### config.mk
export PLATFORM = sky130hd
export DESIGN_NAME = skt_ram
export DESIGN_NICKNAME = d
export VERILOG_FILES = /design/src/hdl/skt_ram.sv
export SDC_FILE = /design/constraint.sdc
export NUM_CORES = 1
export LEC_CHECK = 0
export BUFFER_PORTS_ARGS = -buffer_cell sky130_fd_sc_hd__buf_2
export CAP_MARGIN = 15
export CORE_UTILIZATION = 32
export CTS_CLUSTER_DIAMETER = 60
export CTS_CLUSTER_SIZE = 10
export DETAILED_ROUTE_END_ITERATION = 8
export GPL_ROUTABILITY_DRIVEN = 0
export SYNTH_ARGS = -nofsm -noshare
export SYNTH_HDL_FRONTEND = slang
export SYNTH_SLANG_ARGS = --single-unit
### constraint.sdc
create_clock -name clk_i -period 4.3 [get_ports clk_i]
set_input_delay 0.43 -clock clk_i [delete_from_list [all_inputs] [get_ports clk_i]]
set_output_delay 0.43 -clock clk_i [all_outputs]
set_load 0.01 [all_outputs]
### src/hdl/skt_ram.sv
// Generic single-write, single-read RAM with registered read data.
module skt_ram #(
  parameter int unsigned Width = 8,
  parameter int unsigned Depth = 16
) (
  input  logic                     clk_i,
  input  logic                     we_i,
  input  logic [$clog2(Depth)-1:0] waddr_i,
  input  logic [Width-1:0]         wdata_i,
  input  logic [$clog2(Depth)-1:0] raddr_i,
  output logic [Width-1:0]         rdata_o
);

  logic [Width-1:0] mem [Depth];

  // Write port.
  always_ff @(posedge clk_i) begin
    if (we_i) begin
      mem[waddr_i] <= wdata_i;
    end
  end

  // Registered read port.
  always_ff @(posedge clk_i) begin
    rdata_o <= mem[raddr_i];
  end

endmodule

==> results of run 1 <==
area by class of cell:
type | count | area (µm²)
fill | 1394 | 9320
tap | 211 | 264.0
timing repair buffer | 28 | 145.1
clock buffer | 17 | 425.4
multi-input combinational | 83 | 1062
clock inverter | 15 | 206.4
sequential | 136 | 4004
sequential cells by signal, summed over array words and instances (netlist names):
register  cells
mem         128
rdata_o       8
path summary, 6_finish.rpt:
path | to | slack (ns) | cells after the start
setup / recovery | rdata_o[0] | 2.25 | 4
hold / removal | mem[0][7] | 0.41 | 1
hold reg to reg | rdata_o[2] | 0.67 | 3
setup reg to reg | rdata_o[5] | 2.85 | 3
logic make-up (layout without fill, tap and decap cells):
family / count (synthesis) / count (layout) / synth area share
and+or+nand+nor: 35 / 35 / 0.03184
AOI/OAI and AO/OA: 16 / 16 / 0.02334
muxes: 32 / 32 / 0.1502
buffers and inverters: 10 / 60 / 0.01677
DFF: 136 / 136 / 0.7778
cell usage in the layout, fill, tap and decap left out:
cell type	instances
dfxtp_1	8
nor2_1	13
inv_6	1
clkinv_2	1
mux4_1	14
nand3_1	1
clkinv_1	5
clkinvlp_4	2
clkinv_4	1
buf_4	2
a22oi_1	16
nor3_2	1
or3b_2	1
bufinv_16	5
nand3b_1	2
nand2b_1	2
edfxtp_1	128
nand2_1	9
clkbuf_16	17
and2b_1	1
and2_1	1
nor2b_1	1
nor3_1	3
buf_2	26
mux4_2	18
worst reg2reg max path, cell delays in order (launching register included):
cell and delay [ns]:
edfxtp_1 0.38, mux4_1 0.53, a22oi_1 0.32, nand2_1 0.10
power by group through the flow:
stage          logic [mW]  registers [mW]  clock network (mW)
3_5_place_dp        0.135            1.52                   0
6_report            0.133            1.49                1.55
3_3_place_gp        0.131            1.52                   0
2_1_floorplan      0.0752            1.52                   0
5_1_grt             0.145            1.50                1.63
4_1_cts             0.135            1.49                1.57
per-stage QoR:
stage,hold slack [ns],total power [mW],area [µm²]
3_5_place_dp,0.6563,1.655,5475
3_3_place_gp,0.6519,1.650,5470
5_1_grt,0.4079,3.269,6107
2_1_floorplan,0.5289,1.595,5147
6_report,0.4100,3.174,6107
4_1_cts,0.3978,3.195,6107
synthesized netlist by cell type, drive strengths merged:
cell           number  area [µm²]
nor2b               1       6.260
edfxtp            128        3844
nand2b              2       12.51
a22oi              16       120.1
nor3                4       20.02
or3b                1       8.760
mux4               32       773.2
nand3b              2       15.01
and2                1       6.260
buf                 7       56.30
and2b               1       7.510
nand2               9       33.78
nand3               1       5.000
dfxtp               8       160.2
clkdlybuf4s25       3       30.03
nor2               13       48.80
layer usage:
metal  up-vias  part of all wire
met2        77              0.47
met5         -                 0
met1      1242              0.45
li1       1048                 -
met3         6             0.068
met4         0            0.0069
==> impl_results.md, run 1 <==
- Non-filler cells, final: 490
- Unique masters post-synth: 19
- Met3 usage: 0.03950
- Layout cells sized above 1: 0.2688
- Net Switching: 0.6184 mW
- First-pass GRT wire length: 15220 µm
- Max-capacitance violation count: 0
- Final setup TNS: 0 ns
- # setup viols final: 0
- Post-Syn Area per Cell: about 22 µm²
- Via Count: ~2400
- Crit end category: flip-flop
- Clk root buf: clkbuf_16
- Sequential share of power: 0.470
- P_int: 2.555 mW
- Met1 Resource Use GR: 0.1853
- GR peak layer: met2
- Crit path kind: in2reg
- DP Worst Slack: 1.774 ns
- Clock Skews: 0.005104 ns
- Initial Utilization: 0.3337
- I/O Buffers: 25
- Pins Over Slew Limit: 0
- Synth-to-Final Area Change: 18.64%
- H-tree depth: 4
- Chip width: 128.8 µm
- DP Wirelength: 6293 µm
- Sw Ratio: 0.1949
- Crit path launch type: input port
- Register area share after synthesis: 0.7778
- Worst-margin pin slew: 1.049 ns
- Final #Nets: 284
- GR Overflow Total: 0
- Synth Register Bits: 136
- Leakage: about 2.0 nW
- # diodes: 0
- Final WS setup: between 2 and 2.5 ns
- GRT Total Usage: 0.1341
- Worst-path clk slew: 0.06 ns
- Slowest CP cell: buf_2
- Iter 0 DRT Violations: 271
- Crit Reg-Reg Startpoint: mem[1][5]
- Clock power frac: 0.488
- Post-CTS Setup Bufs: 0
- TritonRoute pass-1 iters: 4
- Cts hold-fix bufs: 0
- Combinational share of power: 0.042
- Outcome: finished clean
- Final Cycle Share: 0.4759
- Num rows: 45
- Number of global-route vias before repair: 2514
- Grt met2 use: 0.1997
- Critical path buffers and inverters: 1
- Total power divided by cell area: 519.7 nW/µm²
- CTS sink cnt: 136
- Worst path cell trace: buf_2 -> mux4_1 -> a22oi_1 -> nand2_1
- Largest net degree at the start of global routing: 33
- Max FO, Critical Path: 32
- Worst path arrival time: roughly 2.3 ns
- Slew HR: 0.3010
- Critical hold path startpoint: wdata_i[7]
- Post-Synthesis Cells: 229
- Initial antenna violation count: 0
- CTS Buf Count: 17
- Final Util: 0.3959
- Wire length per cell: 20.56 µm
- Tmin final: 2.047 ns
- Syn. warnings: 0
- Clk buf depth: 2
- Die Ht: about 130 µm
- Max VDD drop: between 200 and 300 µV
- Die ar.: ~17000 µm²
- RSZ-0062 raised after global routing: no
- Req. time, crit path: 4.58 ns
- Hold/Removal Path Class: in2reg
- CTS resizes: 0
- Delay of the slowest cell on the worst path: 0.78 ns
- Crit path launch: raddr_i[0]
- Final ANT Viol Nets: 0
- Max Fclk: between 0.4 and 0.5 GHz
- Clock latency on the worst-skew pair: 0.40 ns
- Residual DRC: 0
- CTS tree: done
- Mapped Nets: 247
- Placed cell count: about 460
- CP top delay family: buffers and inverters
- CORE AREA: around 15000 µm²
- Final count of hold timing violations: 0
- Synthesized area: about 5100 µm²
- Ports: 26
- Vias per cell: 4.843
- Routed Wire Length: between 10000 and 15000 µm
Power figures use the tool's default switching activity.
==> run 2: changes to the inputs <==
clock period = 1.94 ns   (was 4.3 ns; I/O delays follow)
==> impl_results.md, run 2 (synthesized netlist as in run 1, its figures left out) <==
- Met1 Resource Use GR: 0.1979 (was 0.1853)
- DP Wirelength: 6557 µm (was 6293 µm)
- Slowest CP cell: mux4_1 (was buf_2)
- Met3 usage: 0.04324 (was 0.03950)
- Chip width: 128.8 µm (unchanged)
- # diodes: 0 (unchanged)
- CORE AREA: 15430 µm² (unchanged)
- Max reg flops: 128 (unchanged)
- Most frequent cells in the layout: edfxtp_1, buf_2, mux4_2, buf_4, clkbuf_16 (was edfxtp_1, buf_2, mux4_2, clkbuf_16, a22oi_1)
- Top reg by flops: mem (unchanged)
- Num rows: 45 (unchanged)
- CTS Buf Count: 17 (unchanged)
- Outcome: finished clean (unchanged)
- Total power divided by cell area: 1089 nW/µm² (was 519.7 nW/µm²)
- Crit path kind: reg2reg (was in2reg)
- GR peak layer: met2 (unchanged)
- TritonRoute pass-1 iters: 4 (unchanged)
- Grt met2 use: 0.2022 (was 0.1997)
- Cts hold-fix bufs: 0 (unchanged)
- Final Util: 0.4040 (was 0.3959)
- Residual DRC: 0 (unchanged)
- Clk buf depth: 2 (unchanged)
- GR Overflow Total: 0 (unchanged)
- CTS resizes: 0 (unchanged)
- Routed Wire Length: 10470 µm (was 10070 µm)
- GRT Total Usage: 0.1398 (was 0.1341)
- Initial antenna violation count: 0 (unchanged)
- First-pass GRT wire length: 15840 µm (was 15220 µm)
- # setup viols final: 0 (unchanged)
- Initial Utilization: 0.3337 (unchanged)
- Worst-margin pin slew: 0.4611 ns (was 1.049 ns)
- Delay of the slowest cell on the worst path: 0.51 ns (was 0.78 ns)
- Die Ht: 128.8 µm (unchanged)
- RSZ-0062 raised after global routing: no (unchanged)
- Clock latency on the worst-skew pair: 0.42 ns (was 0.40 ns)
- Synth-to-Final Area Change: 21.07% (was 18.64%)
- Vias per cell: 4.961 (was 4.843)
- Final #Nets: 302 (was 284)
- Critical path buffers and inverters: 0 (was 1)
- Wire length per cell: 20.62 µm (was 20.56 µm)
- Final ANT Viol Nets: 0 (unchanged)
- H-tree depth: 4 (unchanged)
- Max VDD drop: 637.6 µV (was 265.8 µV)
- Final Cycle Share: 0.7374
- Commonest non-fill, non-tap cell in the layout: edfxtp_1 (unchanged)
- Crit path launch type: flip-flop (was input port)
- Die ar.: 16600 µm² (unchanged)
- Req. time, crit path: 2.23 ns (was 4.58 ns)
- Leakage: 2.109 nW (was 2.012 nW)
- Ports: 26 (unchanged)
- Clk root buf: clkbuf_16 (unchanged)
- Post-CTS Setup Bufs: 0 (unchanged)
- Overall power: 6.790 mW (was 3.174 mW)
- Max-capacitance violation count: 0 (unchanged)
- Worst path arrival time: 1.72 ns (was 2.33 ns)
- Filler Cell Count: 1392 (was 1394)
- Hold/Removal Path Class: in2reg (unchanged)
- Max Fclk: 0.6990 GHz
- Number of global-route vias before repair: 2571 (was 2514)
- Clock Skews: 0.009015 ns (was 0.005104 ns)
- Pins Over Slew Limit: 0 (unchanged)
- Iter 0 DRT Violations: 317 (was 271)
- CTS tree: done (unchanged)
- Worst path cell trace: mux4_1 -> a22oi_1 -> nand2_1 (was buf_2 -> mux4_1 -> a22oi_1 -> nand2_1)
- Regs by FF count: mem (128), rdata_o (8) (unchanged)
- Final count of hold timing violations: 0 (unchanged)
- Worst-path clk slew: 0.06 ns (about the same)
- I/O Buffers: 25 (unchanged)
- Tmin final: approximately 1.4 ns
- Layout cells sized above 1: 0.3199 (was 0.2688)
- CTS sink cnt: 136 (unchanged)
- Final setup TNS: 0 ns (unchanged)
- Max FO, Critical Path: 1 (was 32)
- Via Count: 2520 (was 2373)
- CP top delay family: multiplexers (was buffers and inverters)
- Slew HR: 0.6926 (was 0.3010)
- Crit end category: flip-flop (unchanged)
- Largest net degree at the start of global routing: 33 (unchanged)
## run 2: cell types whose count changed in the layout (fill, tap and decap cells not counted), sizes merged
cell,change
buf,+18
clkinv,+3
bufinv,-2
clkbuf,+1
clkinvlp,-1
inv,-1
## run 2: stage by stage
stage / setup WS [ns] / hold WS (ns) / std cells / cell area, µm²
floorplan: 0.2531 / 0.2929 / 229 / 5147
finish: 0.5094 / 0.1572 / 508 / 6232
detailed placement: 0.2183 / 0.5913 / 476 / 5645
global placement: 0.2209 / 0.5797 / 476 / 5645
global route: 0.4346 / 0.1581 / 508 / 6232
CTS: 0.4937 / 0.1467 / 508 / 6232
## run 2: layer usage
metal | vias to the layer above | routed length (µm)
met1 | 1348 | 5099
met2 | 76 | 4772
met3 | 11 | 500
met5 | - | 0
li1 | 1085 | -
met4 | 0 | 102
## run 2: layout make-up
type                       instances  area, µm²  share of cell area
multi-input combinational         83       1057              0.1696
clock inverter                    14      157.7             0.02530
clock buffer                      18      429.2             0.06886
tap                              211      264.0             0.04236
sequential                       136       4004              0.6424
timing repair buffer              46      320.3             0.05140
## run 2: final timing paths
check	startpoint	end	slack, ns	cells past startpoint
worst max-delay path	mem[9][4]	rdata_o[4]	0.51	3
worst min-delay path	wdata_i[7]	mem[0][7]	0.16	1
worst max register to register	mem[9][4]	rdata_o[4]	0.51	3
worst min register to register	mem[4][2]	rdata_o[2]	0.67	3
## run 2: power breakdown
part	leakage, nW	internal [mW]	switching [mW]	total (mW)
clock network	0.291	2.00	1.16	3.16
registers	1.22	3.29	0.0225	3.31
logic	0.595	0.138	0.182	0.320
