**config.mk**
```make
export PLATFORM = sky130hd
export DESIGN_NAME = skt_cfg
export DESIGN_NICKNAME = d
export VERILOG_FILES = /design/src/hdl/skt_pkg.sv /design/src/hdl/skt_cfg.sv
export SDC_FILE = /design/constraint.sdc
export NUM_CORES = 1
export LEC_CHECK = 0
export ABC_AREA = 1
export ABC_CLOCK_PERIOD_IN_PS = 1000
export BUFFER_PORTS_ARGS = -buffer_cell sky130_fd_sc_hd__buf_4
export CORE_AREA = 4 4 66 68
export CTS_BUF_LIST = sky130_fd_sc_hd__clkbuf_4
export CTS_CLUSTER_DIAMETER = 50
export DETAILED_ROUTE_END_ITERATION = 10
export DIE_AREA = 0 0 70 72
export PLACE_DENSITY = 0.77
export SYNTH_ARGS = -nofsm -noshare
export SYNTH_HDL_FRONTEND = slang
export SYNTH_SLANG_ARGS = --single-unit
```
**constraint.sdc**
```tcl
create_clock -name clk_i -period 1 [get_ports clk_i]
set_clock_uncertainty 0.2 [all_clocks]
set_input_delay 0.2 -clock clk_i [delete_from_list [all_inputs] [get_ports clk_i]]
set_output_delay 0.2 -clock clk_i [all_outputs]
set_load 0.02 [all_outputs]
```
**src/hdl/skt_pkg.sv**
```systemverilog
// Shared types and constants for the sorted key table lookup block.
package skt_pkg;

  localparam int unsigned KEY_W    = 32;
  localparam int unsigned HANDLE_W = 16;
  localparam int unsigned STATUS_W = 2;
  localparam int unsigned APB_AW   = 2;
  localparam int unsigned APB_DW   = 32;

  // Register byte address of the reserved key.
  localparam logic [APB_AW-1:0] REG_RESERVED_KEY = 2'd0;

  // Reset value of the reserved key.
  localparam logic [KEY_W-1:0] RESERVED_KEY_RST = 32'd2;

  typedef enum logic [1:0] {
    ACT_CLEAR  = 2'd0,
    ACT_INSERT = 2'd1,
    ACT_SORT   = 2'd2,
    ACT_LOOKUP = 2'd3
  } action_e;

  typedef enum logic [STATUS_W-1:0] {
    ST_OK       = 2'd0,
    ST_FULL     = 2'd1,
    ST_UNSORTED = 2'd2
  } status_e;

  typedef enum logic [2:0] {
    S_IDLE,
    S_SORT_RD,
    S_SORT_LD,
    S_SORT_CMP,
    S_SORT_PLACE,
    S_SRCH,
    S_SRCH_CMP,
    S_RESP
  } state_e;

  typedef struct packed {
    logic [KEY_W-1:0]    key;
    logic [HANDLE_W-1:0] handle;
  } entry_t;

  typedef struct packed {
    logic                found;
    logic                reserved_hit;
    logic [HANDLE_W-1:0] match_handle;
    status_e             status;
  } result_t;

endpackage

```
**src/hdl/skt_cfg.sv**
```systemverilog
// APB register file holding the reserved key.
module skt_cfg (
  input  logic                         clk_i,
  input  logic                         rst_ni,
  input  logic                         psel,
  input  logic                         penable,
  input  logic                         pwrite,
  input  logic [skt_pkg::APB_AW-1:0]   paddr,
  input  logic [skt_pkg::APB_DW-1:0]   pwdata,
  output logic [skt_pkg::APB_DW-1:0]   prdata,
  output logic                         pready,
  output logic [skt_pkg::KEY_W-1:0]    reserved_key_o
);

  logic [skt_pkg::KEY_W-1:0] rkey_q, rkey_d;
  logic                      wr_en;

  assign pready = 1'b1;
  assign wr_en  = psel && penable && pwrite && (paddr == skt_pkg::REG_RESERVED_KEY);

  // Register write decode.
  always_comb begin
    rkey_d = rkey_q;
    if (wr_en) begin
      rkey_d = pwdata[skt_pkg::KEY_W-1:0];
    end
  end

  always_ff @(posedge clk_i or negedge rst_ni) begin
    if (!rst_ni) begin
      rkey_q <= skt_pkg::RESERVED_KEY_RST;
    end else begin
      rkey_q <= rkey_d;
    end
  end

  // Read mux.
  always_comb begin
    prdata = '0;
    unique case (paddr)
      skt_pkg::REG_RESERVED_KEY: prdata = rkey_q;
      default:                   prdata = '0;
    endcase
  end

  assign reserved_key_o = rkey_q;

endmodule

```
==> summary.md, run 1 <==
| Metric | Value |
|---|---|
| Outcome | did not finish |
| Stopping stage | 5_1_grt |
| Err | [ERROR DPL-0038] Utilization greater than 100%, impossible to legalize |
| Post-synthesis cell type with the largest combined area | sky130_fd_sc_hd__dfrtp_1 |
| Number of distinct library cells after synthesis | 13 |
| Height of the die | 72 um |
| Global placer's final weighted congestion | 0.787 |
| #FFs+latches synth | 32 |
| Number of clock buffers inserted by TritonCTS | 5 |
| Netlist area before placement | 0.00159 sq mm |
| Worst endpoint after global-route timing repair | prdata[1] |
| Prevailing post-synth register cell | sky130_fd_sc_hd__dfrtp_1 |
| Worst endpoint type | primary output |
| Die width | 70 um |
| Post-synth top cells | sky130_fd_sc_hd__nand2_1, sky130_fd_sc_hd__inv_1, sky130_fd_sc_hd__nand3_1, sky130_fd_sc_hd__nor2_1, sky130_fd_sc_hd__dfrtp_1 |
| Syn avg cell area | 7.49 sq um |
| Detailed placement HPWL | 3.70 mm |
| Core Rows | 23 |
| Boundary pin count | 104 |
| Nets in the synthesized netlist | 251 |
| Count of synthesis-stage warnings from yosys | 0 |
| Post-synth EDFFs | 0 |
| TritonCTS Sinks | 32 |
| Share of flip-flops with an asynchronous set or reset after synthesis | 1.00 |
| H-tree levels | 2 |
| Maximum number of pins on one net before global-route repair | 33 |
| Fraction of post-synthesis cell area in the top cell type by area | 0.489 |
| Number of I/O port buffers | 102 |
| Count leader, synth | sky130_fd_sc_hd__nand2_1 |
| Sequential share of the synthesized area | 0.505 |
| Effective utilization at floorplan | 0.412 |
| Max clock buf depth | 2 |
| Dominant cells by area after synthesis | sky130_fd_sc_hd__dfrtp_1, sky130_fd_sc_hd__nand2_1, sky130_fd_sc_hd__nand3_1, sky130_fd_sc_hd__inv_1, sky130_fd_sc_hd__nor2_1 |
| Root Buffer | sky130_fd_sc_hd__clkbuf_4 |
| Gate count after technology mapping | 212 |
[what timing repair did]
action / CTS
hold buffers: 33
pin swaps: 23
buffers inserted: 6
gates resized for setup: 104
endpoints found under the setup margin: 64
endpoints found under the hold margin: 64
[logic make-up after synthesis]
| family | count (synthesis) | share of synthesized area |
|---|---|---|
| buf+inv | 47 | 0.144 |
| flops | 32 | 0.505 |
| other cells | 1 | 0.00236 |
| simple gates | 132 | 0.348 |
[per-stage QoR]
stage | worst slack (ps) | instances | hold WS, ps | utilization | instance area, sq um
3_5_place_dp | -359 | 377 | -36.4 | 0.721 | 2780
4_1_cts | -548 | 424 | 106 | 0.912 | 3520
2_1_floorplan | -193 | 212 | -296 | - | 1870
3_3_place_gp | -335 | 377 | -41.9 | 0.721 | 2780
==> inputs of run 2 (changes only) <==
Settings changed: CORE_AREA 4 4 66 68 to 4 4 69 71, CTS_BUF_LIST sky130_fd_sc_hd__clkbuf_4 to unset, CTS_CLUSTER_DIAMETER 50 to unset, DIE_AREA 0 0 70 72 to 0 0 73 75, PLACE_DENSITY 0.77 to unset, PLACE_DENSITY_LB_ADDON set to 0.15.
==> summary.md, run 2 <==
| Metric | Value |
|---|---|
| Flip-flop count of the largest register after layout | 32 |
| Post-route minimum period | 1460 ps |
| Height of the die | 75 um (was 72 um) |
| Share of flip-flops with an asynchronous set or reset after synthesis | 1.00 (unchanged) |
| Number of buffers inserted for hold repair after clock tree synthesis | 2 (was 33) |
| Total number of vias | 1928 |
| Floorplan Core Area | 0.00423 sq mm |
| Share of the clock period used by the worst path | 1.46 |
| Final setup margin | -456 ps |
| Count leader, synth | sky130_fd_sc_hd__nand2_1 (unchanged) |
| Prevailing post-synth register cell | sky130_fd_sc_hd__dfrtp_1 (unchanged) |
| Max-capacitance violation count | 0 |
| Area delta synth->final | 126% |
| Detailed Route WL | 6.03 mm |
| Core Rows | 24 (was 23) |
| Peak Freq | 0.687 GHz |
| Number of placed instances, taps included | 383 (was 377) |
| Detailed placement HPWL | 3.62 mm (was 3.70 mm) |
| TritonCTS Sinks | 32 (unchanged) |
| Vias in the first global route | 1907 |
| Root Buffer | sky130_fd_sc_hd__clkbuf_8 (was sky130_fd_sc_hd__clkbuf_4) |
| Worst endpoint required time | 600 ps |
| Netlist area before placement | 0.00159 sq mm (unchanged) |
| H-tree levels | 2 (unchanged) |
| Leading cell types in the layout, fill and taps excluded | sky130_fd_sc_hd__buf_6, sky130_fd_sc_hd__nand2_1, sky130_fd_sc_hd__buf_4, sky130_fd_sc_hd__nor2_4, sky130_fd_sc_hd__nand3_1 |
| Slowest cell on the critical path | sky130_fd_sc_hd__dfstp_2 |
| Final Max Slew Viols | 0 |
| Maximum fanout along the worst path | 3 |
| Number of nets in the layout | 401 |
| Post-route DRC | 0 |
| Final Hold Fails | 29 |
| Number of antenna violations at the first check in global routing | 0 |
| Global placer's final weighted congestion | 0.760 (was 0.787) |
| Slowest stage delay, CP | 550 ps |
| Dominant cells by area after synthesis | sky130_fd_sc_hd__dfrtp_1, sky130_fd_sc_hd__nand2_1, sky130_fd_sc_hd__nand3_1, sky130_fd_sc_hd__inv_1, sky130_fd_sc_hd__nor2_1 (unchanged) |
| Number of clock buffers inserted by TritonCTS | 5 (unchanged) |
| CTS tree | done |
| Clock slew at the register clock pins of the worst setup and hold paths | 70 ps |
| Commonest non-fill, non-tap cell in the layout | sky130_fd_sc_hd__buf_6 |
| Hold crit path type | primary input to register |
| Unrepaired setup endpoints after global routing | yes |
| Ratio of total power to cell area | 1600 mW/mm^2 |
| Number of I/O port buffers | 102 (unchanged) |
| Die width | 73 um (was 70 um) |
| Boundary pin count | 104 (unchanged) |
| Nets in the synthesized netlist | 251 (unchanged) |
| Later-pin clock latency in the skew report | 270 ps |
| Post-synth EDFFs | 0 (unchanged) |
| Final antenna diode count | 0 |
| Layout cells sized above 1 | 0.647 |
| Violations in the final reports | hold timing, setup timing |
| CP cell instances | inv_2 > nor2_4 > buf_6 |
| Number of antenna-violating nets in the routed design | 0 |
| Max clock buf depth | 2 (unchanged) |
| Leftover overflow at the end of global routing | 0 |
| Overall Global Routing Usage | 0.218 |
| Outcome | complete, but fails checks (was did not finish) |
| Syn avg cell area | 7.49 sq um (unchanged) |
| Sort of element at the start of the critical path | register |
| Number of distinct library cells after synthesis | 13 (unchanged) |
| Fraction of post-synthesis cell area in the top cell type by area | 0.489 (unchanged) |
| First-pass iteration count of the detailed router | 4 |
| Non-filler cells in the finished layout | 415 |
| Die area | 0.00548 sq mm |
| Count of synthesis-stage warnings from yosys | 0 (unchanged) |
| Hold Slack | -49.1 ps |
| Arr. time, crit path | 1060 ps |
| #FFs+latches synth | 32 (unchanged) |
| Number of setup violations in the final report | 96 |
| Post-synthesis cell type with the largest combined area | sky130_fd_sc_hd__dfrtp_1 (unchanged) |
| Wire length of the first global-routing pass | 9.10 mm |
| Via-per-instance ratio | 4.65 |
| Leak pwr | 1.82 nW |
| Sequential share of the synthesized area | 0.505 (unchanged) |
| Maximum number of pins on one net before global-route repair | 33 |
| Number of DRC violations after detailed-routing iteration 0 | 77 |
| Crit Path Category | register to output pin |
| Gate count after technology mapping | 212 (unchanged) |
| Crit path capture type | output pin |
| Post-synth top cells | sky130_fd_sc_hd__nand2_1, sky130_fd_sc_hd__inv_1, sky130_fd_sc_hd__nand3_1, sky130_fd_sc_hd__nor2_1, sky130_fd_sc_hd__dfrtp_1 (unchanged) |
| Largest voltage drop on the vdd net | 1.10 mV |
| Average wire length per cell after detail routing | 14.5 um |
| Post-placement setup slack | -351 ps (was -359 ps) |
| Effective utilization at floorplan | 0.375 (was 0.412) |
==> run 2: cell counts after synthesis <==
Identical to the previous run, type by type.
==> run 2: critical path: cells and delay by family (launching register included) <==
family        cells  cell delay [ps]
flops             1              550
buf+inv           2              160
simple gates      1               70
==> run 2: cells by family after synthesis <==
| logic type | share of synthesized area |
|---|---|
| AND/OR/NAND/NOR | 0.348 |
| buffers and inverters | 0.144 |
| flip-flops | 0.505 |
| other | 0.00236 |
==> run 2: area by class of cell <==
type / instances / area (sq um)
timing repair buffer: 156 / 1670
multi-input combinational: 133 / 821
sequential: 32 / 802
fill: 248 / 653
inverter: 34 / 133
clock buffer: 8 / 90.1
tap: 52 / 65.1
==> run 2: final timing paths <==
check,to,depth (start not counted),slack [ps],start
max,prdata[1],3,-460,reserved_key_o[1]$_DFFE_PN1P_
min,reserved_key_o[7]$_DFFE_PN0P_,3,-50,pwdata[7]
max reg2reg,reserved_key_o[18]$_DFFE_PN0P_,5,-170,reserved_key_o[18]$_DFFE_PN0P_
min reg2reg,reserved_key_o[1]$_DFFE_PN1P_,2,290,reserved_key_o[1]$_DFFE_PN1P_
max in group asynchronous,reserved_key_o[1]$_DFFE_PN1P_,2,130,rst_ni
min in group asynchronous,reserved_key_o[29]$_DFFE_PN0P_,2,170,rst_ni
==> run 2: timing repair <==
item / CTS / global route
resized for setup: 128 / 16
endpoints found under the setup margin: 95 / 128
pin swaps: 16 / 8
cloned: 3 / 1
buffers inserted: 7 / 12
endpoints found under the hold margin: 63 / 28
==> run 2: layer usage <==
layer  up-vias  part of all wire  global-route usage
li1        930                 -                   -
met1       920              0.36               0.250
met2        69              0.56               0.400
met3         9             0.067              0.0601
met4         0             0.015              0.0512
met5         -                 0                   0
==> run 2: power breakdown <==
part | total, mW | leakage (nW) | internal (mW) | switching, mW
logic | 2.88 | 1.37 | 1.52 | 1.35
clock network | 1.01 | 0.0455 | 0.561 | 0.453
registers | 1.83 | 0.404 | 1.57 | 0.260
total | 5.72 | 1.82 | 3.65 | 2.07
==> run 2: through the flow <==
stage | instance area [sq um] | hold slack (ps) | setup TNS (ps) | utilization | power (mW)
after global routing | 3580 | -57.2 | -29460 | 0.846 | 6.02
after detailed placement | 2810 | -26.2 | -21410 | 0.664 | 3.91
after floorplan | 1870 | -296 | -7100 | - | 2.87
after global placement | 2810 | -35.3 | -20790 | 0.664 | 3.87
final | 3580 | -49.1 | -26880 | 0.846 | 5.72
after CTS | 3420 | -53.0 | -21800 | 0.808 | 5.52
No activity file was read; power rests on OpenSTA's default activity.
==> inputs of run 3 (changes only) <==
Settings changed: PLACE_DENSITY set to 0.74, PLACE_DENSITY_LB_ADDON 0.15 to unset, REMOVE_ABC_BUFFERS set to 1.
==> summary.md, run 3 (synthesis gave the netlist of run 2 again) <==
| Metric | Value |
|---|---|
| Hold crit path type | primary input to register (unchanged) |
| Boundary pin count | 104 (unchanged) |
| Clock power frac | 0.169 (was 0.177) |
| Unrepaired setup endpoints after global routing | yes (unchanged) |
| Worst endpoint required time | 600 ps (about the same) |
| Pint | 3.54 mW (was 3.65 mW) |
| Sort of element at the start of the critical path | register (unchanged) |
| Via-per-instance ratio | 4.62 (was 4.65) |
| Detailed Route WL | 5.76 mm (was 6.03 mm) |
| Detailed placement HPWL | 3.36 mm (was 3.62 mm) |
| Clock slew at the register clock pins of the worst setup and hold paths | 70 ps (about the same) |
| H-tree levels | 2 (unchanged) |
| Setup total negative slack | -22940 ps (was -26880 ps) |
| Min-delay src | pwdata[10] (was pwdata[7]) |
| Flip-flop count of the largest register after layout | 32 (unchanged) |
| Share of the clock period used by the worst path | 1.50 (was 1.46) |
| Number of clock buffers inserted by TritonCTS | 5 (unchanged) |
| Commonest non-fill, non-tap cell in the layout | sky130_fd_sc_hd__buf_4 (was sky130_fd_sc_hd__buf_6) |
| Number of DRC violations after detailed-routing iteration 0 | 72 (was 77) |
| Number of nets in the layout | 399 (was 401) |
| Crit path capture type | output pin (unchanged) |
| Wire length of the first global-routing pass | 7.42 mm (was 9.10 mm) |
| Outcome | complete, but fails checks (unchanged) |
| Core Rows | 24 (unchanged) |
| Sequential share of power | 0.342 (was 0.319) |
| Global placer's final weighted congestion | 0.725 (was 0.760) |
| Hold Slack | -47.9 ps (was -49.1 ps) |
| Final Max Slew Viols | 0 (unchanged) |
| Height of the die | 75 um (unchanged) |
| Effective utilization at floorplan | 0.375 (unchanged) |
| Number of I/O port buffers | 102 (unchanged) |
| Leading cell types in the layout, fill and taps excluded | sky130_fd_sc_hd__buf_4, sky130_fd_sc_hd__buf_6, sky130_fd_sc_hd__nand3_1, sky130_fd_sc_hd__dfrtp_1 (was sky130_fd_sc_hd__buf_6, sky130_fd_sc_hd__nand2_1, sky130_fd_sc_hd__buf_4, sky130_fd_sc_hd__nor2_4, sky130_fd_sc_hd__nand3_1) |
| Number of antenna violations at the first check in global routing | 0 (unchanged) |
| Max clock buf depth | 2 (unchanged) |
| Max-capacitance violation count | 0 (unchanged) |
| CTS tree | done (unchanged) |
| Logic depth of the worst register-to-register path | 4 (was 5) |
| Later-pin clock latency in the skew report | 270 ps (about the same) |
| Number of buffers inserted for hold repair after clock tree synthesis | 3 (was 2) |
| Largest voltage drop on the vdd net | 0.842 mV (was 1.10 mV) |
| Leak pwr | 1.79 nW (was 1.82 nW) |
| Layout cells sized above 1 | 0.615 (was 0.647) |
| Average wire length per cell after detail routing | 13.9 um (was 14.5 um) |
| Area delta synth->final | 114% (was 126%) |
| Die width | 73 um (unchanged) |
| Final Hold Fails | 30 (was 29) |
| Overall Global Routing Usage | 0.172 (was 0.218) |
| Root Buffer | sky130_fd_sc_hd__clkbuf_8 (unchanged) |
| Leftover overflow at the end of global routing | 0 (unchanged) |
| Number of cells traversed by the worst hold path | 3 (unchanged) |
| Post-route minimum period | 1500 ps (was 1460 ps) |
| Die area | 0.00548 sq mm (unchanged) |
| Maximum number of pins on one net before global-route repair | 33 (unchanged) |
| Fraction of power consumed by combinational cells | 0.489 (was 0.503) |
| Launch point of the worst reg-to-reg path | reserved_key_o[30]$_DFFE_PN0P_ (was reserved_key_o[18]$_DFFE_PN0P_) |
| Ratio of total power to cell area | 1620 mW/mm^2 (was 1600 mW/mm^2) |
| Total number of vias | 1909 (was 1928) |
| Arr. time, crit path | 1100 ps (was 1060 ps) |
| Number of setup violations in the final report | 96 (unchanged) |
| TritonCTS Sinks | 32 (unchanged) |
| Vias in the first global route | 1686 (was 1907) |
| Maximum fanout along the worst path | 2 (was 3) |
| End of the worst register-to-register path | reserved_key_o[30]$_DFFE_PN0P_ (was reserved_key_o[18]$_DFFE_PN0P_) |
| Floorplan Core Area | 0.00423 sq mm (unchanged) |
| Peak Freq | 0.669 GHz (was 0.687 GHz) |
| Crit Path Category | register to output pin (unchanged) |
| Sw Share | 0.356 (was 0.361) |
| Final setup margin | -495 ps (was -456 ps) |
| First-pass iteration count of the detailed router | 4 (unchanged) |
| Violations in the final reports | hold timing, setup timing (unchanged) |
| Number of antenna-violating nets in the routed design | 0 (unchanged) |
| Switching power summed over all nets | 1.95 mW (was 2.07 mW) |
| Final antenna diode count | 0 (unchanged) |
| Worst hold path endpoint | reserved_key_o[10]$_DFFE_PN0P_ (was reserved_key_o[7]$_DFFE_PN0P_) |
| Post-route DRC | 0 (unchanged) |
| Reg-to-reg setup timing slack | -30 ps (was -170 ps) |
-- run 3: stage by stage --
| stage | cell area (sq um) | util | power [mW] | std cells | setup WS [ps] |
|---|---|---|---|---|---|
| finish | 3390 | 0.801 | 5.49 | 413 | -495 |
| global route | 3390 | 0.801 | 5.79 | 413 | -525 |
| CTS | 2780 | 0.656 | 4.78 | 389 | -467 |
| detailed placement | 2470 | 0.583 | 3.51 | 368 | -324 |
| global placement | 2470 | 0.583 | 3.45 | 368 | -303 |
| floorplan | 1490 | - | 2.59 | 199 | -680 |
-- run 3: worst max path at each step --
stage	from	cells past startpoint	slack [ps]	endpoint
floorplan	paddr[1]	3	-680	prdata[0]
global placement	paddr[1]	6	-300	prdata[19]
detailed placement	paddr[1]	6	-320	prdata[24]
CTS	reserved_key_o[1]$_DFFE_PN1P_	3	-470	prdata[1]
global route	reserved_key_o[1]$_DFFE_PN1P_	3	-530	prdata[1]
finish	reserved_key_o[1]$_DFFE_PN1P_	3	-500	prdata[1]
-- run 3: worst max-delay path, stage by stage (launching register included) --
cell                      delay [ps]
sky130_fd_sc_hd__dfstp_2         540
sky130_fd_sc_hd__inv_1            40
sky130_fd_sc_hd__nor2_1           90
sky130_fd_sc_hd__buf_4           150
-- run 3: power by group through the flow --
stage | Sequential [mW] | Combinational (mW) | Clock (mW)
final | 1.88 | 2.68 | 0.929
after floorplan | 2.10 | 0.483 | 0
after detailed placement | 1.80 | 1.70 | 0
after CTS | 1.82 | 1.99 | 0.965
after global placement | 1.79 | 1.66 | 0
after global routing | 1.90 | 2.87 | 1.02
-- run 3: metal layers --
| metal | global-route usage | vias up | wire length, um |
|---|---|---|---|
| met1 | 0.197 | 903 | 2060 |
| li1 | - | 927 | - |
| met4 | 0.0656 | 0 | 62 |
| met2 | 0.317 | 71 | 3240 |
| met3 | 0.0334 | 8 | 397 |
| met5 | 0 | - | 0 |
-- run 3: cell type report --
| cell class | instances | area (sq um) |
|---|---|---|
| clock buffer | 7 | 76.3 |
| tap | 52 | 65.1 |
| fill | 297 | 842 |
| timing repair buffer | 154 | 1500 |
| clock inverter | 1 | 5.00 |
| inverter | 34 | 130 |
| multi-input combinational | 133 | 808 |
| sequential | 32 | 805 |
-- run 3: timing repair --
action / 4_1_cts / 5_1_grt
endpoints found under the hold margin: 64 / 26
endpoints found under the setup margin: 64 / 96
pin swaps: 33 / 12
setup buffers: 10 / 23
gates cloned: 0 / 4
gates resized for setup: 33 / 117
