## src/hdl/skt_pkg.sv

```systemverilog
// Shared types and constants for the sorted key table lookup block.
package skt_pkg;

  localparam int unsigned KEY_W    = 32;
  localparam int unsigned HANDLE_W = 16;
  localparam int unsigned STATUS_W = 2;
  localparam int unsigned APB_AW   = 2;
  localparam int unsigned APB_DW   = 32;

  // Register byte address of the reserved key.
  localparam logic [APB_AW-1:0] REG_RESERVED_KEY = 2'd0;

  // Reset value of the reserved key.
  localparam logic [KEY_W-1:0] RESERVED_KEY_RST = 32'd2;

  typedef enum logic [1:0] {
    ACT_CLEAR  = 2'd0,
    ACT_INSERT = 2'd1,
    ACT_SORT   = 2'd2,
    ACT_LOOKUP = 2'd3
  } action_e;

  typedef enum logic [STATUS_W-1:0] {
    ST_OK       = 2'd0,
    ST_FULL     = 2'd1,
    ST_UNSORTED = 2'd2
  } status_e;

  typedef enum logic [2:0] {
    S_IDLE,
    S_SORT_RD,
    S_SORT_LD,
    S_SORT_CMP,
    S_SORT_PLACE,
    S_SRCH,
    S_SRCH_CMP,
    S_RESP
  } state_e;

  typedef struct packed {
    logic [KEY_W-1:0]    key;
    logic [HANDLE_W-1:0] handle;
  } entry_t;

  typedef struct packed {
    logic                found;
    logic                reserved_hit;
    logic [HANDLE_W-1:0] match_handle;
    status_e             status;
  } result_t;

endpackage

```

## src/hdl/skt_if.sv

```systemverilog
// Valid/ready channel interfaces for input items and result items.
interface skt_in_if;
  logic                          valid;
  logic                          ready;
  logic [1:0]                    action;
  logic [skt_pkg::KEY_W-1:0]     key;
  logic [skt_pkg::HANDLE_W-1:0]  handle;

  modport source (output valid, action, key, handle, input ready);
  modport sink   (input valid, action, key, handle, output ready);
endinterface

interface skt_out_if;
  logic                          valid;
  logic                          ready;
  logic                          found;
  logic                          reserved_hit;
  logic [skt_pkg::HANDLE_W-1:0]  match_handle;
  logic [skt_pkg::STATUS_W-1:0]  status;

  modport source (output valid, found, reserved_hit, match_handle, status, input ready);
  modport sink   (input valid, found, reserved_hit, match_handle, status, output ready);
endinterface

```

## src/hdl/skt_ctrl.sv

```systemverilog
// Sequencer for clear, insert, insertion sort and binary search over the table RAM.
module skt_ctrl #(
  parameter int unsigned TABLE_DEPTH = 1024
) (
  input  logic                                clk_i,
  input  logic                                rst_ni,
  skt_in_if.sink                              in_i,
  skt_out_if.source                           out_o,
  input  logic [skt_pkg::KEY_W-1:0]           reserved_key_i,
  output logic                                ram_we_o,
  output logic [$clog2(TABLE_DEPTH)-1:0]      ram_waddr_o,
  output skt_pkg::entry_t                     ram_wdata_o,
  output logic [$clog2(TABLE_DEPTH)-1:0]      ram_raddr_o,
  input  skt_pkg::entry_t                     ram_rdata_i
);

  localparam int unsigned AW = $clog2(TABLE_DEPTH);
  localparam int unsigned CW = $clog2(TABLE_DEPTH + 1);

  skt_pkg::state_e  state_q, state_d;
  logic [CW-1:0]    count_q, count_d;
  logic             sorted_q, sorted_d;
  logic [CW-1:0]    i_q, i_d;
  logic [AW-1:0]    j_q, j_d;
  logic [CW-1:0]    lo_q, lo_d;
  logic [CW-1:0]    hi1_q, hi1_d;
  logic [AW-1:0]    mid_q, mid_d;
  skt_pkg::entry_t  cur_q, cur_d;
  skt_pkg::result_t res_q, res_d;
  skt_pkg::result_t outr_q, outr_d;
  logic             ovalid_q, ovalid_d;

  logic             accept;
  logic             out_free;
  logic [CW:0]      msum;
  logic [AW-1:0]    mid_c;
  logic [CW-1:0]    i_inc;
  logic [CW-1:0]    i_dec;
  logic             key_gt;

  assign accept   = in_i.valid && in_i.ready;
  assign out_free = !ovalid_q || out_o.ready;
  assign msum     = {1'b0, lo_q} + {1'b0, hi1_q} - {{CW{1'b0}}, 1'b1};
  assign mid_c    = msum[AW:1];
  assign i_inc    = i_q + {{(CW-1){1'b0}}, 1'b1};
  assign i_dec    = i_q - {{(CW-1){1'b0}}, 1'b1};
  assign key_gt   = ram_rdata_i.key > cur_q.key;

  assign in_i.ready         = (state_q == skt_pkg::S_IDLE);
  assign out_o.valid        = ovalid_q;
  assign out_o.found        = outr_q.found;
  assign out_o.reserved_hit = outr_q.reserved_hit;
  assign out_o.match_handle = outr_q.match_handle;
  assign out_o.status       = outr_q.status;

  // Next state.
  always_comb begin
    state_d = state_q;
    unique case (state_q)
      skt_pkg::S_IDLE: begin
        if (accept) begin
          unique case (skt_pkg::action_e'(in_i.action))
            skt_pkg::ACT_SORT: begin
              state_d = (count_q > {{(CW-1){1'b0}}, 1'b1}) ? skt_pkg::S_SORT_RD
                                                            : skt_pkg::S_RESP;
            end
            skt_pkg::ACT_LOOKUP: begin
              state_d = (in_i.key != reserved_key_i && sorted_q) ? skt_pkg::S_SRCH
                                                                   : skt_pkg::S_RESP;
            end
            default: state_d = skt_pkg::S_RESP;
          endcase
        end
      end
      skt_pkg::S_SORT_RD:  state_d = skt_pkg::S_SORT_LD;
      skt_pkg::S_SORT_LD:  state_d = skt_pkg::S_SORT_CMP;
      skt_pkg::S_SORT_CMP: begin
        if (key_gt) begin
          if (j_q == {{(AW-1){1'b0}}, 1'b1}) begin
            state_d = skt_pkg::S_SORT_PLACE;
          end
        end else begin
          state_d = (i_inc >= count_q) ? skt_pkg::S_RESP : skt_pkg::S_SORT_RD;
        end
      end
      skt_pkg::S_SORT_PLACE: begin
        state_d = (i_inc >= count_q) ? skt_pkg::S_RESP : skt_pkg::S_SORT_RD;
      end
      skt_pkg::S_SRCH: begin
        state_d = (lo_q < hi1_q) ? skt_pkg::S_SRCH_CMP : skt_pkg::S_RESP;
      end
      skt_pkg::S_SRCH_CMP: begin
        if (cur_q.key == ram_rdata_i.key) begin
          state_d = skt_pkg::S_RESP;
        end else begin
          state_d = skt_pkg::S_SRCH;
        end
      end
      skt_pkg::S_RESP: begin
        if (out_free) begin
          state_d = skt_pkg::S_IDLE;
        end
      end
      default: state_d = skt_pkg::S_IDLE;
    endcase
  end

  // Datapath and memory control.
  always_comb begin
    count_d     = count_q;
    sorted_d    = sorted_q;
    i_d         = i_q;
    j_d         = j_q;
    lo_d        = lo_q;
    hi1_d       = hi1_q;
    mid_d       = mid_q;
    cur_d       = cur_q;
    res_d       = res_q;
    outr_d      = outr_q;
    ovalid_d    = ovalid_q && !out_o.ready;
    ram_we_o    = 1'b0;
    ram_waddr_o = j_q;
    ram_wdata_o = cur_q;
    ram_raddr_o = i_q[AW-1:0];

    unique case (state_q)
      skt_pkg::S_IDLE: begin
        if (accept) begin
          res_d     = '0;
          cur_d.key = in_i.key;
          unique case (skt_pkg::action_e'(in_i.action))
            skt_pkg::ACT_CLEAR: begin
              count_d  = '0;
              sorted_d = 1'b1;
            end
            skt_pkg::ACT_INSERT: begin
              if (count_q >= CW'(TABLE_DEPTH)) begin
                res_d.status = skt_pkg::ST_FULL;
              end else begin
                ram_we_o    = 1'b1;
                ram_waddr_o = count_q[AW-1:0];
                ram_wdata_o = '{key: in_i.key, handle: in_i.handle};
                count_d     = count_q + {{(CW-1){1'b0}}, 1'b1};
                sorted_d    = 1'b0;
              end
            end
            skt_pkg::ACT_SORT: begin
              i_d      = {{(CW-1){1'b0}}, 1'b1};
              sorted_d = 1'b1;
            end
            default: begin
              if (in_i.key == reserved_key_i) begin
                res_d.found        = 1'b1;
                res_d.reserved_hit = 1'b1;
              end else if (!sorted_q) begin
                res_d.status = skt_pkg::ST_UNSORTED;
              end else begin
                lo_d  = '0;
                hi1_d = count_q;
              end
            end
          endcase
        end
      end
      // Fetch the entry to be inserted into the sorted prefix.
      skt_pkg::S_SORT_RD: begin
        ram_raddr_o = i_q[AW-1:0];
      end
      skt_pkg::S_SORT_LD: begin
        cur_d       = ram_rdata_i;
        j_d         = i_q[AW-1:0];
        ram_raddr_o = i_dec[AW-1:0];
      end
      // Shift larger entries up one place, then drop the held entry in.
      skt_pkg::S_SORT_CMP: begin
        ram_we_o    = 1'b1;
        ram_waddr_o = j_q;
        if (key_gt) begin
          ram_wdata_o = ram_rdata_i;
          j_d         = j_q - {{(AW-1){1'b0}}, 1'b1};
          ram_raddr_o = j_q - AW'(2);
        end else begin
          ram_wdata_o = cur_q;
          i_d         = i_inc;
        end
      end
      skt_pkg::S_SORT_PLACE: begin
        ram_we_o    = 1'b1;
        ram_waddr_o = j_q;
        ram_wdata_o = cur_q;
        i_d         = i_inc;
      end
      // Issue one probe at the floor midpoint.
      skt_pkg::S_SRCH: begin
        ram_raddr_o = mid_c;
        mid_d       = mid_c;
      end
      skt_pkg::S_SRCH_CMP: begin
        if (cur_q.key < ram_rdata_i.key) begin
          hi1_d = CW'(mid_q);
        end else if (cur_q.key > ram_rdata_i.key) begin
          lo_d = CW'(mid_q) + {{(CW-1){1'b0}}, 1'b1};
        end else begin
          res_d.found        = 1'b1;
          res_d.match_handle = ram_rdata_i.handle;
        end
      end
      skt_pkg::S_RESP: begin
        if (out_free) begin
          outr_d   = res_q;
          ovalid_d = 1'b1;
        end
      end
      default: begin
      end
    endcase
  end

  always_ff @(posedge clk_i or negedge rst_ni) begin
    if (!rst_ni) begin
      state_q  <= skt_pkg::S_IDLE;
      count_q  <= '0;
      sorted_q <= 1'b1;
      ovalid_q <= 1'b0;
    end else begin
      state_q  <= state_d;
      count_q  <= count_d;
      sorted_q <= sorted_d;
      ovalid_q <= ovalid_d;
    end
  end

  always_ff @(posedge clk_i) begin
    i_q    <= i_d;
    j_q    <= j_d;
    lo_q   <= lo_d;
    hi1_q  <= hi1_d;
    mid_q  <= mid_d;
    cur_q  <= cur_d;
    res_q  <= res_d;
    outr_q <= outr_d;
  end

endmodule

```

## src/flat_wrapper.sv

```systemverilog
// flat-port wrapper written by rule: the top's interface ports become plain ports
module skt_ctrl_flat 
#(
  parameter int unsigned TABLE_DEPTH = 1024
)
  (clk_i, rst_ni, reserved_key_i, ram_we_o, ram_waddr_o, ram_wdata_o, ram_raddr_o, ram_rdata_i, in_i_valid, in_i_action, in_i_key, in_i_handle, in_i_ready, out_o_valid, out_o_found, out_o_reserved_hit, out_o_match_handle, out_o_status, out_o_ready);
  skt_in_if in_i_i ();
  skt_out_if out_o_i ();
  input  logic clk_i;
  input  logic rst_ni;
  input  logic [skt_pkg::KEY_W-1:0] reserved_key_i;
  output logic ram_we_o;
  output logic [$clog2(TABLE_DEPTH)-1:0] ram_waddr_o;
  output skt_pkg::entry_t ram_wdata_o;
  output logic [$clog2(TABLE_DEPTH)-1:0] ram_raddr_o;
  input  skt_pkg::entry_t ram_rdata_i;
  input wire logic [$bits(in_i_i.valid)-1:0] in_i_valid;
  input wire logic [$bits(in_i_i.action)-1:0] in_i_action;
  input wire logic [$bits(in_i_i.key)-1:0] in_i_key;
  input wire logic [$bits(in_i_i.handle)-1:0] in_i_handle;
  output wire logic [$bits(in_i_i.ready)-1:0] in_i_ready;
  output wire logic [$bits(out_o_i.valid)-1:0] out_o_valid;
  output wire logic [$bits(out_o_i.found)-1:0] out_o_found;
  output wire logic [$bits(out_o_i.reserved_hit)-1:0] out_o_reserved_hit;
  output wire logic [$bits(out_o_i.match_handle)-1:0] out_o_match_handle;
  output wire logic [$bits(out_o_i.status)-1:0] out_o_status;
  input wire logic [$bits(out_o_i.ready)-1:0] out_o_ready;
  assign in_i_i.valid = in_i_valid;
  assign in_i_i.action = in_i_action;
  assign in_i_i.key = in_i_key;
  assign in_i_i.handle = in_i_handle;
  assign in_i_ready = in_i_i.ready;
  assign out_o_valid = out_o_i.valid;
  assign out_o_found = out_o_i.found;
  assign out_o_reserved_hit = out_o_i.reserved_hit;
  assign out_o_match_handle = out_o_i.match_handle;
  assign out_o_status = out_o_i.status;
  assign out_o_i.ready = out_o_ready;
  skt_ctrl #(.TABLE_DEPTH(TABLE_DEPTH)) u_core (.clk_i(clk_i), .rst_ni(rst_ni), .in_i(in_i_i), .out_o(out_o_i), .reserved_key_i(reserved_key_i), .ram_we_o(ram_we_o), .ram_waddr_o(ram_waddr_o), .ram_wdata_o(ram_wdata_o), .ram_raddr_o(ram_raddr_o), .ram_rdata_i(ram_rdata_i));
endmodule
```

## config.mk

```make
export PLATFORM = sky130hd
export DESIGN_NAME = skt_ctrl_flat
export DESIGN_NICKNAME = d
export VERILOG_FILES = /design/src/hdl/skt_pkg.sv /design/src/hdl/skt_if.sv /design/src/hdl/skt_ctrl.sv /design/src/flat_wrapper.sv
export SDC_FILE = /design/constraint.sdc
export NUM_CORES = 1
export LEC_CHECK = 0
export ABC_AREA = 1
export BUFFER_PORTS_ARGS = -buffer_cell sky130_fd_sc_hd__buf_2
export CAP_MARGIN = 5
export CORE_MARGIN = 3
export CORE_UTILIZATION = 40
export CTS_CLUSTER_SIZE = 28
export DETAILED_ROUTE_END_ITERATION = 8
export PLACE_DENSITY = 0.69
export SLEW_MARGIN = 20
export SYNTH_ARGS = -nofsm -noshare
export SYNTH_HDL_FRONTEND = slang
export SYNTH_SLANG_ARGS = --single-unit
```

## constraint.sdc

```tcl
create_clock -name clk_i -period 3.05 [get_ports clk_i]
set_clock_uncertainty 0.2 [all_clocks]
set_input_delay 0.305 -clock clk_i [delete_from_list [all_inputs] [get_ports clk_i]]
set_output_delay 0.305 -clock clk_i [all_outputs]
set_load 0.03 [all_outputs]
```

==> results of run 1 <==
[layout by cell type (no fill, tap or decap), types with 5 or more instances in the layout]
master / count
sky130_fd_sc_hd__o21ai_0: 78
sky130_fd_sc_hd__edfxtp_1: 141
sky130_fd_sc_hd__inv_2: 35
sky130_fd_sc_hd__inv_1: 157
sky130_fd_sc_hd__a22oi_1: 45
sky130_fd_sc_hd__nand3_2: 54
sky130_fd_sc_hd__nor3_2: 7
sky130_fd_sc_hd__nand4_1: 15
sky130_fd_sc_hd__a21oi_1: 41
sky130_fd_sc_hd__nor2_1: 96
sky130_fd_sc_hd__buf_12: 10
sky130_fd_sc_hd__nand3_1: 49
sky130_fd_sc_hd__nor3_1: 15
sky130_fd_sc_hd__nand3_4: 7
sky130_fd_sc_hd__nand2_4: 48
sky130_fd_sc_hd__buf_16: 6
sky130_fd_sc_hd__inv_6: 7
sky130_fd_sc_hd__o31ai_1: 5
sky130_fd_sc_hd__buf_2: 166
sky130_fd_sc_hd__or2_2: 9
sky130_fd_sc_hd__nand2_1: 246
sky130_fd_sc_hd__ha_1: 51
sky130_fd_sc_hd__xnor2_1: 31
sky130_fd_sc_hd__ha_4: 28
sky130_fd_sc_hd__buf_4: 81
sky130_fd_sc_hd__buf_6: 64
sky130_fd_sc_hd__dlygate4sd3_1: 36
sky130_fd_sc_hd__dfrtp_1: 15
sky130_fd_sc_hd__nor2_4: 12
sky130_fd_sc_hd__nor2_2: 9
sky130_fd_sc_hd__nand2_2: 59
sky130_fd_sc_hd__clkbuf_16: 20
sky130_fd_sc_hd__xor2_1: 24
[cells by family after synthesis]
kind of cell	synth area share, %
AND/OR/NAND/NOR	24.9
flip-flops	41.7
adder cells (fa/ha/maj)	9.30
buffers and inverters	8.87
AO/OA/AOI/OAI	10.6
XOR/XNOR	4.65
[worst min-delay path, cell delays in order]
cell and delay (ns):
sky130_fd_sc_hd__buf_2 0.12, sky130_fd_sc_hd__nand2_1 0.06, sky130_fd_sc_hd__o21ai_0 0.07
[timing repair]
item                                    in CTS  in global routing
endpoints found under the setup margin      60                109
hold endpoints to repair                    53                  0
cloned                                       8                  4
buffers inserted                            43                 27
resized for setup                          250                215
pin swaps                                   39                 77
hold buffers                                36                  0
[metrics by stage]
step                setup WS, ns  total power [mW]  cells  cell area, µm²  hold slack [ns]
finish                    -0.209              20.9   2106           16300           0.0269
global route              -0.260              22.1   2106           16300           0.0253
CTS                       -0.153              19.0   2077           15300          0.00270
detailed placement      -0.00678              14.0   1958           12700           0.0503
global placement           0.155              13.9   1958           12700           0.0494
floorplan                  0.130              11.0   1377           11100           -0.191
[cell type report]
class | count | share of cell area, %
timing repair inverter | 1 | 0.0459
clock buffer | 17 | 2.60
timing repair buffer | 367 | 18.2
multi-input combinational | 979 | 42.1
tap | 372 | 2.85
inverter | 197 | 4.59
sequential | 157 | 28.4
antenna | 1 | 0.0153
clock inverter | 15 | 1.20
[registers in the layout, indices dropped and copies added (netlist names)]
signal	flops
u_core.sorted_q	1
u_core.out_o.match_handle	16
u_core.count_q	11
u_core.out_o.valid	1
u_core.i_q	11
u_core.out_o.found	1
u_core.state_q	3
u_core.mid_q	10
u_core.res_q	20
u_core.out_o.reserved_hit	1
u_core.out_o.status	2
u_core.hi1_q	11
u_core.j_q	10
u_core.cur_q	48
u_core.lo_q	11
[metal layers]
| metal | up-vias | share of wire (%) | track usage [%] |
|---|---|---|---|
| met3 | 114 | 7.7 | 4.61 |
| met4 | 0 | 4.4 | 10.7 |
| li1 | 5272 | - | - |
| met1 | 5408 | 39 | 30.2 |
| met2 | 603 | 49 | 41.5 |
| met5 | - | 0 | 0 |
[how the worst max path moves through the flow]
stage,to,slack (ns),cells past startpoint
after global routing,ram_wdata_o[2],-0.26,20
after detailed placement,u_core.state_q[2],-0.007,20
after global placement,ram_raddr_o[6],0.15,19
after floorplan,u_core.res_q[10],0.13,11
final,ram_raddr_o[2],-0.21,12
after CTS,ram_raddr_o[6],-0.15,18
[power breakdown]
| part | internal [mW] | switching [mW] |
|---|---|---|
| Clock | 1.32 | 0.996 |
| Combinational | 5.80 | 8.53 |
| Sequential | 3.64 | 0.652 |
| Total | 10.8 | 10.2 |
==> run metrics, run 1 <==
status=finished, violations left; failing checks=setup timing; final sum of negative setup slack=-5.83 ns; Worst R2R Setup Slack=about 0.030 ns; Remaining Overflow, GRT=0; count of maximum capacitance violations=0; Worst Slack Setup Final=-0.209 ns; number of instances in the synthesized netlist=between 1000 and 1500; post-synth design cell area=around 11000 µm²; kind of cell with the highest combined delay on the critical path=adder cells; Clock H-tree levels=4; startpoint of the worst-slack reg-to-reg timing path=u_core.cur_q[26]; maximum count of clock buffers along a single path=2; Total Routing Usage GR=about a quarter; Iter 0 DRT Violations=between 1000 and 1500; post-layout min period=~3.3 ns; Port Buffers=224; count leader, synth=sky130_fd_sc_hd__nand2_1; number of antenna violations at the first check in global routing=1; normalized max-slew margin=about three fifths; Worst Hold Endpoint=u_core.cur_q[35]; maximum number of pins on one net before global-route repair=60; endpoint of the lowest-slack register-to-register path=u_core.res_q[7]; post-synth top area share=a little under two fifths; stage delay of the slowest cell on the critical path=roughly 0.37 ns; number of buffers created by CTS=17; data required time at the worst endpoint=between 2 and 3 ns; clk root buf=sky130_fd_sc_hd__clkbuf_16; Sink Count=between 150 and 200; list of most frequent post-synthesis cells=sky130_fd_sc_hd__nand2_1, sky130_fd_sc_hd__inv_1, sky130_fd_sc_hd__edfxtp_1, sky130_fd_sc_hd__nor2_1, sky130_fd_sc_hd__nand3_1; I/O pins=225; share of flip-flops with an asynchronous set or reset=around a tenth; critical path startpoint=u_core.lo_q[1]; total power density per cell area=1280 nW/µm²; count of standard-cell rows=60; DR vias/cell=roughly 5.4; share of the clock period used by the worst path after layout=107%; cell with the largest stage delay on the worst path=sky130_fd_sc_hd__edfxtp_1; sequential cell area=4640 µm²; width of the chip=173 µm; RSZ-0062 raised after global routing=yes; TritonCTS clock tree=yes; via count of the first global-routing pass=10900; Worst Tran Pin Value=0.590 ns; cell leakage power=about 7.5 nW; Clock transition at path regs=around 0.070 ns; number of cells on the worst hold path=3; Worst Setup Path Type=flop to output pin; number of fill cells in the layout=approximately 2200; count of buffering cells on the critical path with inverters included=5; Mean Syn Cell Area=between 8 and 9 µm²; number of warnings printed during yosys synthesis=0; Total Die Area=about 30000 µm²; Post-DP HPWL=about 26 mm; Yosys reg bits=around 160; area of the core region=~27000 µm²; layout cell share with drive strength beyond 1=a little under two fifths; count of flip-flops with a built-in enable after synthesis=approximately 140; initial core utilization=roughly two fifths; largest vdd supply drop=0.934 mV; clock insertion delay at the later pin of the skew report=roughly 0.44 ns; vias after detailed routing=about 11000; depth of the worst register-to-register path=17; number of design rule violations left after detail routing=0; detailed-routing iteration count for the pre-antenna-repair pass=5; total of endpoints with negative setup slack in the final report=58; timing-limited maximum frequency=0.307 GHz; start point of the worst hold path=in_i_key[19]; Final Max Slew Viols=0; count of unique library cells instantiated by Yosys=49; CP cell instances=inv_2 -> ha_4 -> inv_4 -> ha_4 -> fa_2 -> buf_4 -> xor2_1 -> a211oi_1 -> nand3_2 -> nand2_2 -> inv_2 -> buf_6; area used by multi-input combinational logic=just under 7000 µm²; Worst Hold Class=input port to flop; Area contributors post-synth=sky130_fd_sc_hd__edfxtp_1, sky130_fd_sc_hd__nand2_1, sky130_fd_sc_hd__ha_1; first-pass GRT wire length=between 50 and 60 mm; Vert. Die Dim=roughly 170 µm; number of nets at the end of the flow=about 1900; remaining number of nets flagged by the antenna check after routing=0; signal arrival time at the worst endpoint=roughly 2.8 ns; crit path launch type=flop; Post-Route WL=approximately 39 mm; post-detailed-route wirelength per cell=roughly 19 µm; cell type with the largest total area after synthesis=sky130_fd_sc_hd__edfxtp_1; critical path peak fanout=2; fin util=between 60% and 70%; kind of end point of the critical path=output pin; net count after synthesis=~1600; Fin. Hold Viols=0; most instantiated flip-flop cell in the synthesis netlist=sky130_fd_sc_hd__edfxtp_1; sequential element share of the synthesized area=roughly two fifths; Layout area overhead=47.0%; GP Congestion=about 0.95
Note: power is estimated with default switching activity, not from simulation.
==> run 2, diff against run 1 <==
--- a/config.mk
+++ b/config.mk
@@ -5,7 +5,6 @@
 export SDC_FILE = /design/constraint.sdc
 export NUM_CORES = 1
 export LEC_CHECK = 0
-export ABC_AREA = 1
 export BUFFER_PORTS_ARGS = -buffer_cell sky130_fd_sc_hd__buf_2
 export CAP_MARGIN = 5
 export CORE_MARGIN = 3
==> constraint.sdc (replaced) <==
create_clock -name clk_i -period 3.05 [get_ports clk_i]
set_clock_uncertainty 0.2 [all_clocks]
set_input_delay 0.305 -clock clk_i [delete_from_list [all_inputs] [get_ports clk_i]]
set_output_delay 0.305 -clock clk_i [all_outputs]
set_load 0.02 [all_outputs]
==> run metrics, run 2 <==
total of endpoints with negative setup slack in the final report=86; Worst Hold Class=input port to flop; depth of the worst register-to-register path=11; Remaining Overflow, GRT=0; Total Die Area=between 20000 and 30000 µm²; cell type with the largest total area after synthesis=sky130_fd_sc_hd__edfxtp_1; I/O pins=approximately 230; Worst Slack Setup Final=-0.787 ns; largest vdd supply drop=between 0.5 and 0.6 mV; TritonCTS clock tree=yes; data required time at the worst endpoint=around 2.5 ns; clk root buf=sky130_fd_sc_hd__clkbuf_16; count of maximum capacitance violations=0; start point of the worst hold path=in_i_key[12]; Worst Hold Endpoint=u_core.cur_q[28]; signal arrival time at the worst endpoint=3.33 ns; via count of the first global-routing pass=around 9400; failing checks=setup timing; number of antenna violations at the first check in global routing=0; Worst Setup Path Type=flop to output pin; net count after synthesis=~1300; cell leakage power=roughly 6.7 nW; final sum of negative setup slack=-44.44 ns; Worst R2R Setup Slack=-0.13 ns; share of flip-flops with an asynchronous set or reset=roughly a tenth; number of buffers created by CTS=17; count of flip-flops with a built-in enable after synthesis=around 140; Area contributors post-synth=sky130_fd_sc_hd__edfxtp_1, sky130_fd_sc_hd__ha_1, sky130_fd_sc_hd__xnor2_1; post-detailed-route wirelength per cell=approximately 20 µm; timing-limited maximum frequency=between 0.2 and 0.3 GHz; crit path launch type=flop; DR vias/cell=~5.4; number of antenna cells inserted=0; detailed-routing iteration count for the pre-antenna-repair pass=5; most instantiated flip-flop cell in the synthesis netlist=sky130_fd_sc_hd__edfxtp_1; Post-Route WL=around 34 mm; clock insertion delay at the later pin of the skew report=0.44 ns; normalized max-slew margin=58.6%; Clock H-tree levels=4; layout cell share with drive strength beyond 1=35.6%; Clock transition at path regs=approximately 0.080 ns; endpoint of the lowest-slack register-to-register path=u_core.lo_q[7]; max FFs per register=48; Port Buffers=between 200 and 250; GP Congestion=roughly 0.98; first-pass GRT wire length=between 50 and 60 mm; share of the clock period used by the worst path after layout=126%; maximum count of clock buffers along a single path=2; count of unique library cells instantiated by Yosys=68; number of cells on the worst hold path=3; largest reg by FF count=u_core.cur_q; total power density per cell area=~1000 nW/µm²; Mean Syn Cell Area=~10 µm²; width of the chip=approximately 170 µm; Layout area overhead=43.6%; post-synth top area share=40.6%; number of design rule violations left after detail routing=0; post-layout min period=3.84 ns; count leader, synth=sky130_fd_sc_hd__edfxtp_1; initial core utilization=41.1%; Iter 0 DRT Violations=about 830; startpoint of the worst-slack reg-to-reg timing path=u_core.cur_q[21]; Yosys reg bits=157; worst setup slack after placement=-0.386 ns; remaining number of nets flagged by the antenna check after routing=0; count of standard-cell rows=between 50 and 60; most used cells in the layout excluding fill and tap cells=sky130_fd_sc_hd__buf_2, sky130_fd_sc_hd__buf_4, sky130_fd_sc_hd__edfxtp_1; Final Max Slew Viols=0; maximum number of pins on one net before global-route repair=67; vias after detailed routing=~9600; number of instances in the synthesized netlist=between 1000 and 1500; kind of end point of the critical path=output pin; Fin. Hold Viols=0; critical path peak fanout=5; post-synth design cell area=between 10000 and 15000 µm²; area of the core region=between 20000 and 30000 µm²; Worst Tran Pin Value=between 0.6 and 0.7 ns; status=finished, violations left; RSZ-0062 raised after global routing=yes; number of nets at the end of the flow=1637; Sink Count=approximately 160; Total Routing Usage GR=~22%; Vert. Die Dim=167 µm; Post-DP HPWL=~24 mm; number of warnings printed during yosys synthesis=0; number of fill cells in the layout=about 2100; sequential element share of the synthesized area=44.4%; most common cell after layout, fill and taps aside=sky130_fd_sc_hd__buf_2; list of most frequent post-synthesis cells=sky130_fd_sc_hd__edfxtp_1, sky130_fd_sc_hd__nand2_1, sky130_fd_sc_hd__inv_1, sky130_fd_sc_hd__ha_1, sky130_fd_sc_hd__o21ai_0
-- run 2: cell count changes after synthesis, moves of 11 or more --
cell,change
sky130_fd_sc_hd__xnor2_1,+29
sky130_fd_sc_hd__a21o_1,+58
sky130_fd_sc_hd__nor2_1,-62
sky130_fd_sc_hd__and2_1,+19
sky130_fd_sc_hd__a22o_1,+47
sky130_fd_sc_hd__nand3_1,-90
sky130_fd_sc_hd__nand2_1,-242
sky130_fd_sc_hd__inv_1,-94
sky130_fd_sc_hd__clkbuf_1,+15
sky130_fd_sc_hd__a22oi_1,-39
sky130_fd_sc_hd__a21oi_1,-11
-- run 2: timing repair --
action,in CTS,in global routing
pin swaps,46,41
hold buffers,28,0
buffers inserted,14,18
endpoints found under the hold margin,57,0
cloned,0,7
gates resized for setup,135,65
setup endpoints to repair,88,128
-- run 2: critical path: stages (launching register included) --
cell	delay (ns)
sky130_fd_sc_hd__edfxtp_1	0.44
sky130_fd_sc_hd__ha_4	0.28
sky130_fd_sc_hd__a21oi_2	0.14
sky130_fd_sc_hd__o21ai_2	0.08
sky130_fd_sc_hd__a22oi_2	0.22
sky130_fd_sc_hd__or4b_4	0.55
sky130_fd_sc_hd__o31a_1	0.40
sky130_fd_sc_hd__buf_4	0.17
sky130_fd_sc_hd__o22a_1	0.16
sky130_fd_sc_hd__a221o_1	0.30
sky130_fd_sc_hd__buf_6	0.15
-- run 2: per-layer routing --
layer  vias to the layer above  wire length, µm  GRT usage [%]
met5                         -                0              0
met2                       397            16800           38.2
li1                       4517                -              -
met3                        94             1950           3.33
met1                      4559            14300           28.5
met4                         0             1310           9.14
-- run 2: stage by stage --
| step | instances | power (mW) | hold WS, ns | cell area, µm² | utilization [%] |
|---|---|---|---|---|---|
| after global placement | 1667 | 10.6 | 0.0528 | 12800 | 50.4 |
| after detailed placement | 1667 | 10.7 | 0.0630 | 12800 | 50.4 |
| after CTS | 1740 | 13.8 | 0.000870 | 14400 | 56.5 |
| final | 1764 | 14.6 | 0.0190 | 15000 | 59.0 |
| after floorplan | 1040 | 7.90 | -0.191 | 10500 | - |
| after global routing | 1764 | 15.4 | 0.0265 | 15000 | 59.0 |
-- run 2: worst max path at each step --
stage	startpoint	endpoint	slack (ns)	cells after the start
floorplan	u_core.cur_q[46]	ram_raddr_o[6]	-0.008	9
global placement	ram_rdata_i[35]	ram_raddr_o[9]	-0.36	12
detailed placement	ram_rdata_i[45]	ram_raddr_o[6]	-0.39	13
CTS	u_core.cur_q[40]	ram_raddr_o[9]	-0.77	11
global route	u_core.cur_q[43]	ram_raddr_o[0]	-0.89	10
finish	u_core.cur_q[35]	ram_raddr_o[8]	-0.79	10
-- run 2: kinds of logic after synthesis --
kind of cell | share of synthesized area (%)
compound gates | 19.0
xor+xnor | 6.88
fa+ha+maj | 9.91
buf+inv | 5.52
flops | 44.4
mux | 0.948
simple gates | 13.3
-- run 2: cell type report --
| cell class | instances | area [µm²] | share of cell area (%) |
|---|---|---|---|
| inverter | 95 | 359 | 2.40 |
| clock buffer | 17 | 425 | 2.84 |
| timing repair buffer | 410 | 3120 | 20.8 |
| multi-input combinational | 740 | 5830 | 38.9 |
| sequential | 157 | 4640 | 31.0 |
| clock inverter | 15 | 195 | 1.30 |
| tap | 330 | 413 | 2.76 |
-- run 2: power breakdown --
| group | internal [mW] | switching (mW) |
|---|---|---|
| combinational | 3.92 | 4.77 |
| sequential | 3.28 | 0.448 |
| clock | 1.12 | 1.05 |
